`config.mk`:
```
export PLATFORM = sky130hd
export DESIGN_NAME = sorted_list_insert_delete_core
export DESIGN_NICKNAME = d
export VERILOG_FILES = /design/src/rtl/core/sli_pkg.sv /design/src/rtl/core/sli_cell.sv /design/src/rtl/core/sorted_list_insert_delete_core.sv
export SDC_FILE = /design/constraint.sdc
export NUM_CORES = 2
export LEC_CHECK = 0
export BUFFER_PORTS_ARGS = -buffer_cell sky130_fd_sc_hd__buf_2
export CAP_MARGIN = 5
export CORE_MARGIN = 1.5
export CORE_UTILIZATION = 35
export DETAILED_ROUTE_END_ITERATION = 6
export MAX_ROUTING_LAYER = met4
export PLACE_DENSITY = 0.55
export RECOVER_POWER = 100
export SLEW_MARGIN = 10
export SYNTH_ARGS = -nofsm -noshare
export SYNTH_HDL_FRONTEND = slang
export SYNTH_SLANG_ARGS = --single-unit
```
`constraint.sdc`:
```
create_clock -name clk_i -period 8.5 [get_ports clk_i]
set_clock_uncertainty 0.1 [all_clocks]
set_input_delay 1.275 -clock clk_i [delete_from_list [all_inputs] [get_ports clk_i]]
set_output_delay 1.275 -clock clk_i [all_outputs]
set_load 0.01 [all_outputs]
```
`src/rtl/core/sli_pkg.sv`:
```
// ----------------------------------------------------------------------------
// sli_pkg
// Shared types and constants for the sorted insertion list.
// ----------------------------------------------------------------------------
package sli_pkg;

  localparam int unsigned DefDepth = 16;
  localparam int unsigned ValueW   = 32;
  localparam int unsigned CountW   = 5;

  typedef enum logic [1:0] {
    ModeInsert  = 2'd0,
    ModeDelOne  = 2'd1,
    ModeDelAll  = 2'd2,
    ModeReadOut = 2'd3
  } mode_e;

  typedef enum logic [1:0] {
    StatusOk       = 2'd0,
    StatusFull     = 2'd1,
    StatusNotFound = 2'd2,
    StatusEmpty    = 2'd3
  } status_e;

  typedef enum logic [1:0] {
    StIdle,
    StDelAll,
    StRead
  } state_e;

  typedef enum logic [1:0] {
    CellHold,
    CellInsert,
    CellShift,
    CellRotate
  } cell_op_e;

  typedef struct packed {
    cell_op_e                  op;
    logic signed [ValueW-1:0]  value;
  } cell_ctrl_t;

endpackage

```
`src/rtl/core/sli_cell.sv`:
```
// ----------------------------------------------------------------------------
// sli_cell
// One list slot: holds an entry, compares it against the broadcast value and
// takes a neighbor's entry, the broadcast value or the head entry on insert, shift and rotate.
// ----------------------------------------------------------------------------
module sli_cell #(
  parameter int unsigned Idx  = 0,
  parameter int unsigned CntW = 5
) (
  input  logic                                clk_i,
  input  sli_pkg::cell_ctrl_t                 ctrl_i,
  input  logic [CntW-1:0]                     count_i,
  input  logic                                gt_left_i,
  input  logic signed [sli_pkg::ValueW-1:0]   entry_left_i,
  input  logic signed [sli_pkg::ValueW-1:0]   entry_right_i,
  input  logic signed [sli_pkg::ValueW-1:0]   entry_head_i,
  output logic signed [sli_pkg::ValueW-1:0]   entry_o,
  output logic                                gt_o,
  output logic                                ge_o,
  output logic                                eq_o
);

  localparam logic [CntW-1:0] MyIdx  = CntW'(Idx);
  localparam logic [CntW-1:0] NextIdx = CntW'(Idx + 1);

  logic signed [sli_pkg::ValueW-1:0] entry_q, entry_d;
  logic valid, at_count, at_last, lt;

  assign valid    = count_i > MyIdx;
  assign at_count = count_i == MyIdx;
  assign at_last  = count_i == NextIdx;
  assign lt       = ctrl_i.value < entry_q;

  assign gt_o    = valid && lt;
  assign eq_o    = valid && (entry_q == ctrl_i.value);
  assign ge_o    = gt_o || eq_o;
  assign entry_o = entry_q;

  always_comb begin
    entry_d = entry_q;
    case (ctrl_i.op)
      sli_pkg::CellInsert: begin
        if (gt_left_i) begin
          entry_d = entry_left_i;
        end else if (gt_o || at_count) begin
          entry_d = ctrl_i.value;
        end
      end
      sli_pkg::CellShift: begin
        if (ge_o) begin
          entry_d = entry_right_i;
        end
      end
      sli_pkg::CellRotate: begin
        if (at_last) begin
          entry_d = entry_head_i;
        end else if (valid) begin
          entry_d = entry_right_i;
        end
      end
      default: entry_d = entry_q;
    endcase
  end

  always_ff @(posedge clk_i) begin
    entry_q <= entry_d;
  end

endmodule

```
`src/rtl/core/sorted_list_insert_delete_core.sv`:
```
// ----------------------------------------------------------------------------
// sorted_list_insert_delete_core
// Bounded ascending list of signed 32-bit values held in a row of cells.
// ----------------------------------------------------------------------------
// Usage:
//   Present mode_i and value_i with start high; the item is taken on a rising
//   edge where busy is low. Results appear on status_o, element_o, last_o and
//   count_o for one cycle each, flagged by result_valid_o, in the cycle after
//   the work that makes them. The receiver cannot stall the block.
// Timing:
//   Insert and delete-first need no busy state: every cell compares and shifts at
//   once, so busy stays low and a new item can follow each cycle.
//   Delete-all removes one match per cycle through the same shift path, with
//   busy high until no match is left.
//   Read-out rotates the row through cell 0, one entry per cycle, so a list
//   of n entries returns to its original order.
//   Read-out of an empty list gives one empty result.
// Reset:
//   rst_ni clears the count and the control state; the list is then empty.
// ----------------------------------------------------------------------------
module sorted_list_insert_delete_core #(
  parameter int unsigned DEPTH = sli_pkg::DefDepth
) (
  input  logic                               clk_i,
  input  logic                               rst_ni,
  input  logic                               start,
  output logic                               busy,
  input  logic [1:0]                         mode_i,
  input  logic signed [sli_pkg::ValueW-1:0]  value_i,
  output logic                               result_valid_o,
  output logic [1:0]                         status_o,
  output logic signed [sli_pkg::ValueW-1:0]  element_o,
  output logic                               last_o,
  output logic [sli_pkg::CountW-1:0]         count_o
);

  localparam int unsigned CntW = $clog2(DEPTH + 1);
  localparam logic [CntW-1:0] Full = CntW'(DEPTH);
  localparam logic [CntW-1:0] One  = CntW'(1);

  sli_pkg::state_e state_q, state_d;
  logic [CntW-1:0] count_q, count_d, rd_q, rd_d;
  logic signed [sli_pkg::ValueW-1:0] value_q, value_d;
  logic found_any_q, found_any_d;

  logic res_valid_q, res_valid_d, res_last_q, res_last_d;
  sli_pkg::status_e res_status_q, res_status_d;
  logic signed [sli_pkg::ValueW-1:0] res_elem_q, res_elem_d;
  logic [sli_pkg::CountW-1:0] res_count_q, res_count_d;
  logic [CntW+sli_pkg::CountW-1:0] count_ext;

  sli_pkg::cell_ctrl_t ctrl;
  logic signed [sli_pkg::ValueW-1:0] entry_w [DEPTH];
  logic [DEPTH-1:0] gt_w, ge_w, eq_w;
  logic found;

  assign found = |eq_w;
  assign busy  = state_q != sli_pkg::StIdle;

  for (genvar i = 0; i < DEPTH; i++) begin : g_cell
    logic                              gt_left;
    logic signed [sli_pkg::ValueW-1:0] entry_left, entry_right;
    if (i == 0) begin : g_first
      assign gt_left    = 1'b0;
      assign entry_left = ctrl.value;
    end else begin : g_mid
      assign gt_left    = gt_w[i-1];
      assign entry_left = entry_w[i-1];
    end
    if (i == DEPTH - 1) begin : g_lastc
      assign entry_right = entry_w[i];
    end else begin : g_nlast
      assign entry_right = entry_w[i+1];
    end
    sli_cell #(
      .Idx  (i),
      .CntW (CntW)
    ) u_cell (
      .clk_i         (clk_i),
      .ctrl_i        (ctrl),
      .count_i       (count_q),
      .gt_left_i     (gt_left),
      .entry_left_i  (entry_left),
      .entry_right_i (entry_right),
      .entry_head_i  (entry_w[0]),
      .entry_o       (entry_w[i]),
      .gt_o          (gt_w[i]),
      .ge_o          (ge_w[i]),
      .eq_o          (eq_w[i])
    );
  end

  assign count_ext = {{sli_pkg::CountW{1'b0}}, count_d};

  always_comb begin
    state_d      = state_q;
    count_d      = count_q;
    rd_d         = rd_q;
    value_d      = value_q;
    found_any_d  = found_any_q;
    ctrl.op      = sli_pkg::CellHold;
    ctrl.value   = value_q;
    res_valid_d  = 1'b0;
    res_status_d = sli_pkg::StatusOk;
    res_elem_d   = '0;
    res_last_d   = 1'b1;
    case (state_q)
      sli_pkg::StIdle: begin
        ctrl.value = value_i;
        if (start) begin
          case (sli_pkg::mode_e'(mode_i))
            sli_pkg::ModeInsert: begin
              res_valid_d = 1'b1;
              if (count_q == Full) begin
                res_status_d = sli_pkg::StatusFull;
              end else begin
                ctrl.op = sli_pkg::CellInsert;
                count_d = count_q + One;
              end
            end
            sli_pkg::ModeDelOne: begin
              res_valid_d = 1'b1;
              if (found) begin
                ctrl.op = sli_pkg::CellShift;
                count_d = count_q - One;
              end else begin
                res_status_d = sli_pkg::StatusNotFound;
              end
            end
            sli_pkg::ModeDelAll: begin
              value_d     = value_i;
              found_any_d = 1'b0;
              state_d     = sli_pkg::StDelAll;
            end
            sli_pkg::ModeReadOut: begin
              if (count_q == '0) begin
                res_valid_d  = 1'b1;
                res_status_d = sli_pkg::StatusEmpty;
              end else begin
                rd_d    = '0;
                state_d = sli_pkg::StRead;
              end
            end
            default: state_d = sli_pkg::StIdle;
          endcase
        end
      end
      sli_pkg::StDelAll: begin
        if (found) begin
          ctrl.op     = sli_pkg::CellShift;
          count_d     = count_q - One;
          found_any_d = 1'b1;
        end else begin
          res_valid_d  = 1'b1;
          res_status_d = found_any_q ? sli_pkg::StatusOk : sli_pkg::StatusNotFound;
          state_d      = sli_pkg::StIdle;
        end
      end
      sli_pkg::StRead: begin
        ctrl.op     = sli_pkg::CellRotate;
        res_valid_d = 1'b1;
        res_elem_d  = entry_w[0];
        res_last_d  = rd_q == (count_q - One);
        rd_d        = rd_q + One;
        if (res_last_d) begin
          state_d = sli_pkg::StIdle;
        end
      end
      default: state_d = sli_pkg::StIdle;
    endcase
    res_count_d = count_ext[sli_pkg::CountW-1:0];
  end

  always_ff @(posedge clk_i or negedge rst_ni) begin
    if (!rst_ni) begin
      state_q     <= sli_pkg::StIdle;
      count_q     <= '0;
      rd_q        <= '0;
      found_any_q <= 1'b0;
      res_valid_q <= 1'b0;
    end else begin
      state_q     <= state_d;
      count_q     <= count_d;
      rd_q        <= rd_d;
      found_any_q <= found_any_d;
      res_valid_q <= res_valid_d;
    end
  end

  always_ff @(posedge clk_i) begin
    value_q      <= value_d;
    res_status_q <= res_status_d;
    res_elem_q   <= res_elem_d;
    res_last_q   <= res_last_d;
    res_count_q  <= res_count_d;
  end

  assign result_valid_o = res_valid_q;
  assign status_o       = res_status_q;
  assign element_o      = res_elem_q;
  assign last_o         = res_last_q;
  assign count_o        = res_count_q;

endmodule
```
Yosys cells after proc, flatten, opt, wreduce, memory -nomap -nowiden. Index checks and enable logic that the tools add are counted.

Bits in registers: 598. Word-level logic and storage cells: 383.

Reductions and logical operators: 93. Equality and inequality tests: 98. Mux-type cells: 131. Magnitude comparators: 32. Add/sub/neg operators: 3.

Operators with widths (number): two-way mux 32 bit (78); case mux 32 bit (3 select lines) (15); equality test 32 bit (16); less-than comparator 32 bit (16); != test 3 x 1 -> 1 bit, second input constant (30); case mux 32 bit (2 select lines) (1); AND reduction 4 bit (16); equality test 5 x 4 -> 1 bit, second input constant (8); greater-than comparator 5 x 4 -> 1 bit, second input constant (8); != test 2 x 1 -> 1 bit, second input constant (20); logical AND 1 bit (32); logical OR 1 bit (31); two-way mux 5 bit (6); case mux 5 bit (2 select lines) (3); two-way mux 2 bit (11); equality test 5 x 3 -> 1 bit, second input constant (4); greater-than comparator 5 x 3 -> 1 bit, second input constant (4); case mux 2 bit (3 select lines) (3); OR reduction 16 bit (1); != test 2 bit, second input constant (6); case mux 2 bit (2 select lines) (3); adder 5 x 1 -> 5 bit, second input constant (2); equality test 2 bit, second input constant (5); equality test 5 x 2 -> 1 bit, second input constant (2); 18 further kinds (36).

Depth between registers and ports, before layout.
Word-level depth: 12. Depth in mapped cells: 18. Mapped depth without buffers: 13.

Cells and area by module. A second synthesis with hierarchy kept.

Cells, all modules: 5192. Area, all modules: 52267.6 sq um.

By module, submodules not included: sorted_list_insert_delete_core (area each 3579.7 sq um, times used 1, sequential area each 2112.0 sq um, cells an instance 295); sli_cell at g_cell[7].u_cell (area each 3243.1 sq um, times used 1, sequential area each 960.9 sq um, cells an instance 326); sli_cell at g_cell[1].u_cell (area each 3239.4 sq um, times used 1, sequential area each 960.9 sq um, cells an instance 310); sli_cell at g_cell[0].u_cell (area each 3228.1 sq um, times used 1, sequential area each 960.9 sq um, cells an instance 312); sli_cell at g_cell[15].u_cell (area each 3225.6 sq um, times used 1, sequential area each 960.9 sq um, cells an instance 311); sli_cell at g_cell[13].u_cell (area each 3195.6 sq um, times used 1, sequential area each 960.9 sq um, cells an instance 323); sli_cell at g_cell[11].u_cell (area each 3133.0 sq um, times used 1, sequential area each 960.9 sq um, cells an instance 314); sli_cell at g_cell[3].u_cell (area each 3128.0 sq um, times used 1, sequential area each 960.9 sq um, cells an instance 326); sli_cell at g_cell[2].u_cell (area each 3121.7 sq um, times used 1, sequential area each 960.9 sq um, cells an instance 314); sli_cell at g_cell[14].u_cell (area each 3108.0 sq um, times used 1, sequential area each 960.9 sq um, cells an instance 314); sli_cell at g_cell[4].u_cell (area each 3099.2 sq um, times used 1, sequential area each 960.9 sq um, cells an instance 317); sli_cell at g_cell[12].u_cell (area each 3096.7 sq um, times used 1, sequential area each 960.9 sq um, cells an instance 318); sli_cell at g_cell[5].u_cell (area each 2801.4 sq um, times used 1, sequential area each 960.9 sq um, cells an instance 285); sli_cell at g_cell[8].u_cell (area each 2788.9 sq um, times used 1, sequential area each 960.9 sq um, cells an instance 282); +3 rows.

Least setup slack after synthesis. OpenSTA, ideal clock, no wires.

Kind: reg2reg. Start point: register state_q[0]. End point: register g_cell[1].u_cell.entry_q, in the netlist g_cell[1].u_cell.entry_o[0] (enable). Setup slack: 1.233 ns. Data required time: 7.930 ns. Arrival: 6.697 ns. Cell stages (with the launch flop): 18. Buffers on the path: 5. Cell sequence: dfrtp_1 -> clkbuf_1 -> nor2_1 -> inv_2 -> buf_1 -> mux2_2 -> clkbuf_1 -> ha_1 -> nand4_1 -> nor4_1 -> o21ai_0 -> o211ai_1 -> a221oi_1 -> mux2_2 -> buf_2 -> buf_1 -> nor3b_1 -> a211oi_1.

Cells in the longest elaborated chain, start to end: 12.

RTL lines: from (decl) (RTL line sorted_list_insert_delete_core.sv:41) `sli_pkg::state_e state_q, state_d;`; from (signal assigned) (RTL line sorted_list_insert_delete_core.sv:176) `state_q <= sli_pkg::StIdle;`; from (signal assigned) (RTL line sorted_list_insert_delete_core.sv:182) `state_q <= state_d;`; logical NOT 2 bit (RTL line sorted_list_insert_delete_core.sv:107) `case (state_q)`; two-way mux 32 bit (RTL line sorted_list_insert_delete_core.sv:107); equality test 32 bit (RTL line sli_cell.sv:35) `assign eq_o = valid && (entry_q == ctrl_i.value);`; logical AND 1 bit (RTL line sli_cell.sv:35); OR reduction 16 bit (RTL line sorted_list_insert_delete_core.sv:57) `assign found = |eq_w;`; two-way mux 2 bit (RTL line sorted_list_insert_delete_core.sv:123, sorted_list_insert_delete_core.sv:149); case mux 2 bit (2 select lines) (RTL line sorted_list_insert_delete_core.sv:111) `case (sli_pkg::mode_e'(mode_i))`; two-way mux 2 bit (RTL line sorted_list_insert_delete_core.sv:110) `if (start) begin`; case mux 2 bit (3 select lines) (RTL line sorted_list_insert_delete_core.sv:107); equality test 2 bit or equality test 2 x 1 -> 1 bit (tied branches) (RTL line sli_cell.sv:41) `case (ctrl_i.op)`; != test 3 x 1 -> 1 bit (no line) (tied with other cells); AND reduction 4 bit (no line) *; to (signal assigned) (RTL line sli_cell.sv:66) `entry_q <= entry_d;`; to (decl) (RTL line sli_cell.sv:26) `logic signed [sli_pkg::ValueW-1:0] entry_q, entry_d;`.

Mark *: on every way between the ends. The rest lies on a longest branch, timed or not. A chain may end at the register's enable or synchronous reset.

Final worst setup path.
Start point: register state_q[0]. End point: register g_cell[14].u_cell.entry_q, in the netlist g_cell[14].u_cell.entry_o[28] (data pin).

Cells in the longest elaborated chain, start to end: 11.

RTL lines (RTL line): logical NOT 2 bit (sorted_list_insert_delete_core.sv:107); two-way mux 32 bit (sorted_list_insert_delete_core.sv:107); equality test 32 bit (sli_cell.sv:35); logical AND 1 bit (sli_cell.sv:35); OR reduction 16 bit (sorted_list_insert_delete_core.sv:57); two-way mux 2 bit (sorted_list_insert_delete_core.sv:123, sorted_list_insert_delete_core.sv:149); case mux 2 bit (2 select lines) (sorted_list_insert_delete_core.sv:111); two-way mux 2 bit (sorted_list_insert_delete_core.sv:110); case mux 2 bit (3 select lines) (sorted_list_insert_delete_core.sv:107); equality test 2 bit or equality test 2 x 1 -> 1 bit (tied branches) (sli_cell.sv:41); case mux 32 bit (3 select lines) * (sli_cell.sv:41); named net g_cell[14].u_cell.entry_d (one bit) (sli_cell.sv:26); to (signal assigned) (sli_cell.sv:66); to (decl) (sli_cell.sv:26).

Mark *: on every way through the listed nets, which the timed path passes. The rest lies on a longest branch. The select of a mux whose other input is x is not followed.

==> metrics.log <==
INFO  metric run_status = finished with violations
INFO  metric failed_checks = max-capacitance violations, max-slew violations
INFO  metric gp_congestion = 0.984
INFO  metric relSlewSlack = -86.7%
INFO  metric rsz0062_at_grt = false
INFO  metric timing.critical_path.fanout_max = 35
INFO  metric dp_worst_setup_slack = 1.69 ns
INFO  metric timing.final.crit_share = 87.4%
INFO  metric hold_viol = 0
INFO  metric initial_cell_density_of_the_core = 35.4%
INFO  metric netlist.area_leader.share = 35.5%
INFO  metric num_io_pins = 79
INFO  metric worst_setup_path_start_kind = register
INFO  metric grt.total_usage = 25.2%
INFO  metric yosysUniqueCellTypes = 82
INFO  metric clock_sink_count = 598
INFO  metric detailed_place_hpwl = about 120000 um
INFO  metric grt_overflow_total = 0
INFO  metric fin_nets = 5385
INFO  metric worstSkewPairLatency = 0.68 ns
INFO  metric drt-pass1-iter-count = 6
INFO  metric number_of_buffers_inserted_during_clock_tree_synthesis = 74
INFO  metric fmax = 135 MHz
INFO  metric synth_seq_cells = 598
INFO  metric post_cts.repair.setup_buffers = 0
INFO  metric worstSetupPathType = reg -> reg
INFO  metric slew_viol_final = between 200 and 250
INFO  metric fp.coreArea = 130000 sq um
INFO  metric synthToLayoutAreaGrowth = 11.1%
INFO  metric clk_transition_reported_paths = 0.06 ns
INFO  metric grt_max_degree = 148
INFO  metric layout-drive-gt1-share = about 7.7%
INFO  metric crit_required = slightly below 9 ns
INFO  metric drt_wl_total = 167000 um
INFO  metric detailed_router_s_first_iteration_violation_count = 3383
INFO  metric worst_setup_path_end_kind = register
INFO  metric postCtsHoldBufs = 0
INFO  metric final_core_utilization = about two fifths
INFO  metric initial_antenna_violation_count = 1
INFO  metric synth_fp_nets = 5432
INFO  metric netlist.top_cell.by_area = edfxtp_1
INFO  metric clk_path_buf_depth = 3
INFO  metric min_period = 7.43 ns
INFO  metric setup_tns = 0 ns
INFO  metric asyncSetResetFlopFracSynth = between 2 and 2.5%
INFO  metric grt_first_pass_wirelength = 248000 um
INFO  metric die_y = 366 um
INFO  metric fp.dieArea = 134000 sq um
INFO  metric placementRows = 132
INFO  metric slew_at_the_pin_with_the_worst_max_slew_slack = 2.79 ns
INFO  metric setup_viol = 0
INFO  metric rr_worst_depth = 15
INFO  metric hold_class = reg -> reg
INFO  metric cell_depth_of_the_worst_hold_path = 2
INFO  metric die_width = 366 um
INFO  metric postSynthAreaPerCell = between 9 and 10 sq um
INFO  metric post_synth_inst_count = between 4000 and 5000
INFO  metric synth.yosys.seq_area_share = a little under two fifths
INFO  metric worst_hold_slack = between 0.4 and 0.5 ns
INFO  metric netlist_area = 46000 sq um
INFO  metric ranking_of_synthesized_cells_by_instance_count = edfxtp_1 (544), inv_1 (525), ha_1 (519), a22oi_1 (477), mux2i_1 (361)
INFO  metric ys_flop_type = edfxtp_1
INFO  metric portBuffers = between 70 and 80
INFO  metric via_count = between 30000 and 40000
INFO  metric wl_per_cell = 25.3 um
INFO  metric maxCapViolations = 8
INFO  metric fillCellCount = 13000
INFO  metric finalWorstSetupSlack = around 1.1 ns
INFO  metric ant_nets = 0
INFO  metric vias_per_cell = 5.94
INFO  metric clock_tree_from_tritoncts = yes
INFO  metric yosysWarningCount = 0
INFO  metric post_cts_resized = 0
INFO  metric cp_data_arrival_time = 7.71 ns
INFO  metric grt_pass1_vias = between 30000 and 40000
INFO  metric synth.most_common_cell = edfxtp_1
INFO  metric htree_num_levels = 3
INFO  metric clock_root_buffer = clkbuf_16
INFO  metric ys_top_cells_by_area = edfxtp_1 (36%), ha_1 (14%), mux2i_1 (7.9%), a22oi_1 (7.8%), inv_1 (4.3%)
INFO  metric synth_enable_flop_cells = 544
INFO  metric detail_route.drc_violations = 0
==> state kept, by name, summed over array words and instances, names as in the netlist <==
register / count
g_cell.u_cell.entry_o: 512
count_q: 5
element_o: 32
count_o: 5
state_q: 2
last_o: 1
rd_q: 5
value_q: 32
found_any_q: 1
result_valid_o: 1
status_o: 2
==> cells in the final DEF (no fill, tap or decap), drive strengths merged, types with 40 or more instances in the layout <==
cell / n
a21o: 68
a21oi: 337
a22oi: 477
buf: 171
clkbuf: 176
dfxtp: 40
edfxtp: 544
ha: 519
inv: 529
mux2i: 361
nand2: 153
nand3: 76
nand4: 134
nor2: 211
nor3: 134
o21ai: 462
o31ai: 69
==> cell type report <==
cell class	count	area [sq um]	area share (%)
diodes	2	5.00	0.00980
multi-input cells	3389	25500	49.8
inverters	526	1970	3.86
clock buffers	107	2170	4.26
well taps	1742	2180	4.27
repair buffers	240	1550	3.04
clock inverters	27	262	0.512
flip-flops and latches	598	17500	34.2
==> path summary, 6_finish.rpt <==
path	from	slack, ns	end
worst max-delay path	state_q[0]	1.07	g_cell[14].u_cell.entry_o[28]
worst min-delay path	found_any_q	0.42	found_any_q
worst max register to register	state_q[0]	1.07	g_cell[14].u_cell.entry_o[28]
worst min register to register	found_any_q	0.42	found_any_q
max in group asynchronous	rst_ni	7.16	count_q[1]
min in group asynchronous	rst_ni	0.60	rd_q[3]
==> stage by stage <==
stage / instance area [sq um] / std cells
2_1_floorplan: 46000 / 4876
3_3_place_gp: 48800 / 6495
3_5_place_dp: 48800 / 6495
4_1_cts: 51300 / 6629
5_1_grt: 51100 / 6629
6_report: 51100 / 6631
==> critical path: stages (launching register included) <==
cell and delay (ns):
dfrtp_1 0.32, clkbuf_1 0.60, nor2_1 0.27, inv_2 0.59
clkbuf_1 0.33, mux2_2 0.64, clkbuf_1 0.31, ha_1 0.38
nand4_1 0.33, a2111o_1 0.45, a31oi_1 0.41, mux2i_2 1.50
buf_4 0.53, nor2_1 0.08, a21oi_1 0.17, o21ai_0 0.10
==> per-layer routing <==
layer | vias up | global-route usage [%] | share of wire [%]
li1 | 18300 | - | -
met1 | 19200 | 31.5 | 42
met2 | 1535 | 41.0 | 47
met3 | 332 | 2.79 | 6.2
met4 | 0 | 11.0 | 4.6
met5 | - | - | 0
==> cell families after synthesis <==
group	Yosys count	synth area share [%]
fa+ha+maj	519	14.1
buf+inv	889	7.36
flops	598	38.0
compound gates	1615	22.4
mux	394	8.66
xor+xnor	9	0.171
simple gates	852	9.25
Power is not shown: default switching activity piles up to over one toggle a cycle in this logic, so the estimate is an artifact.
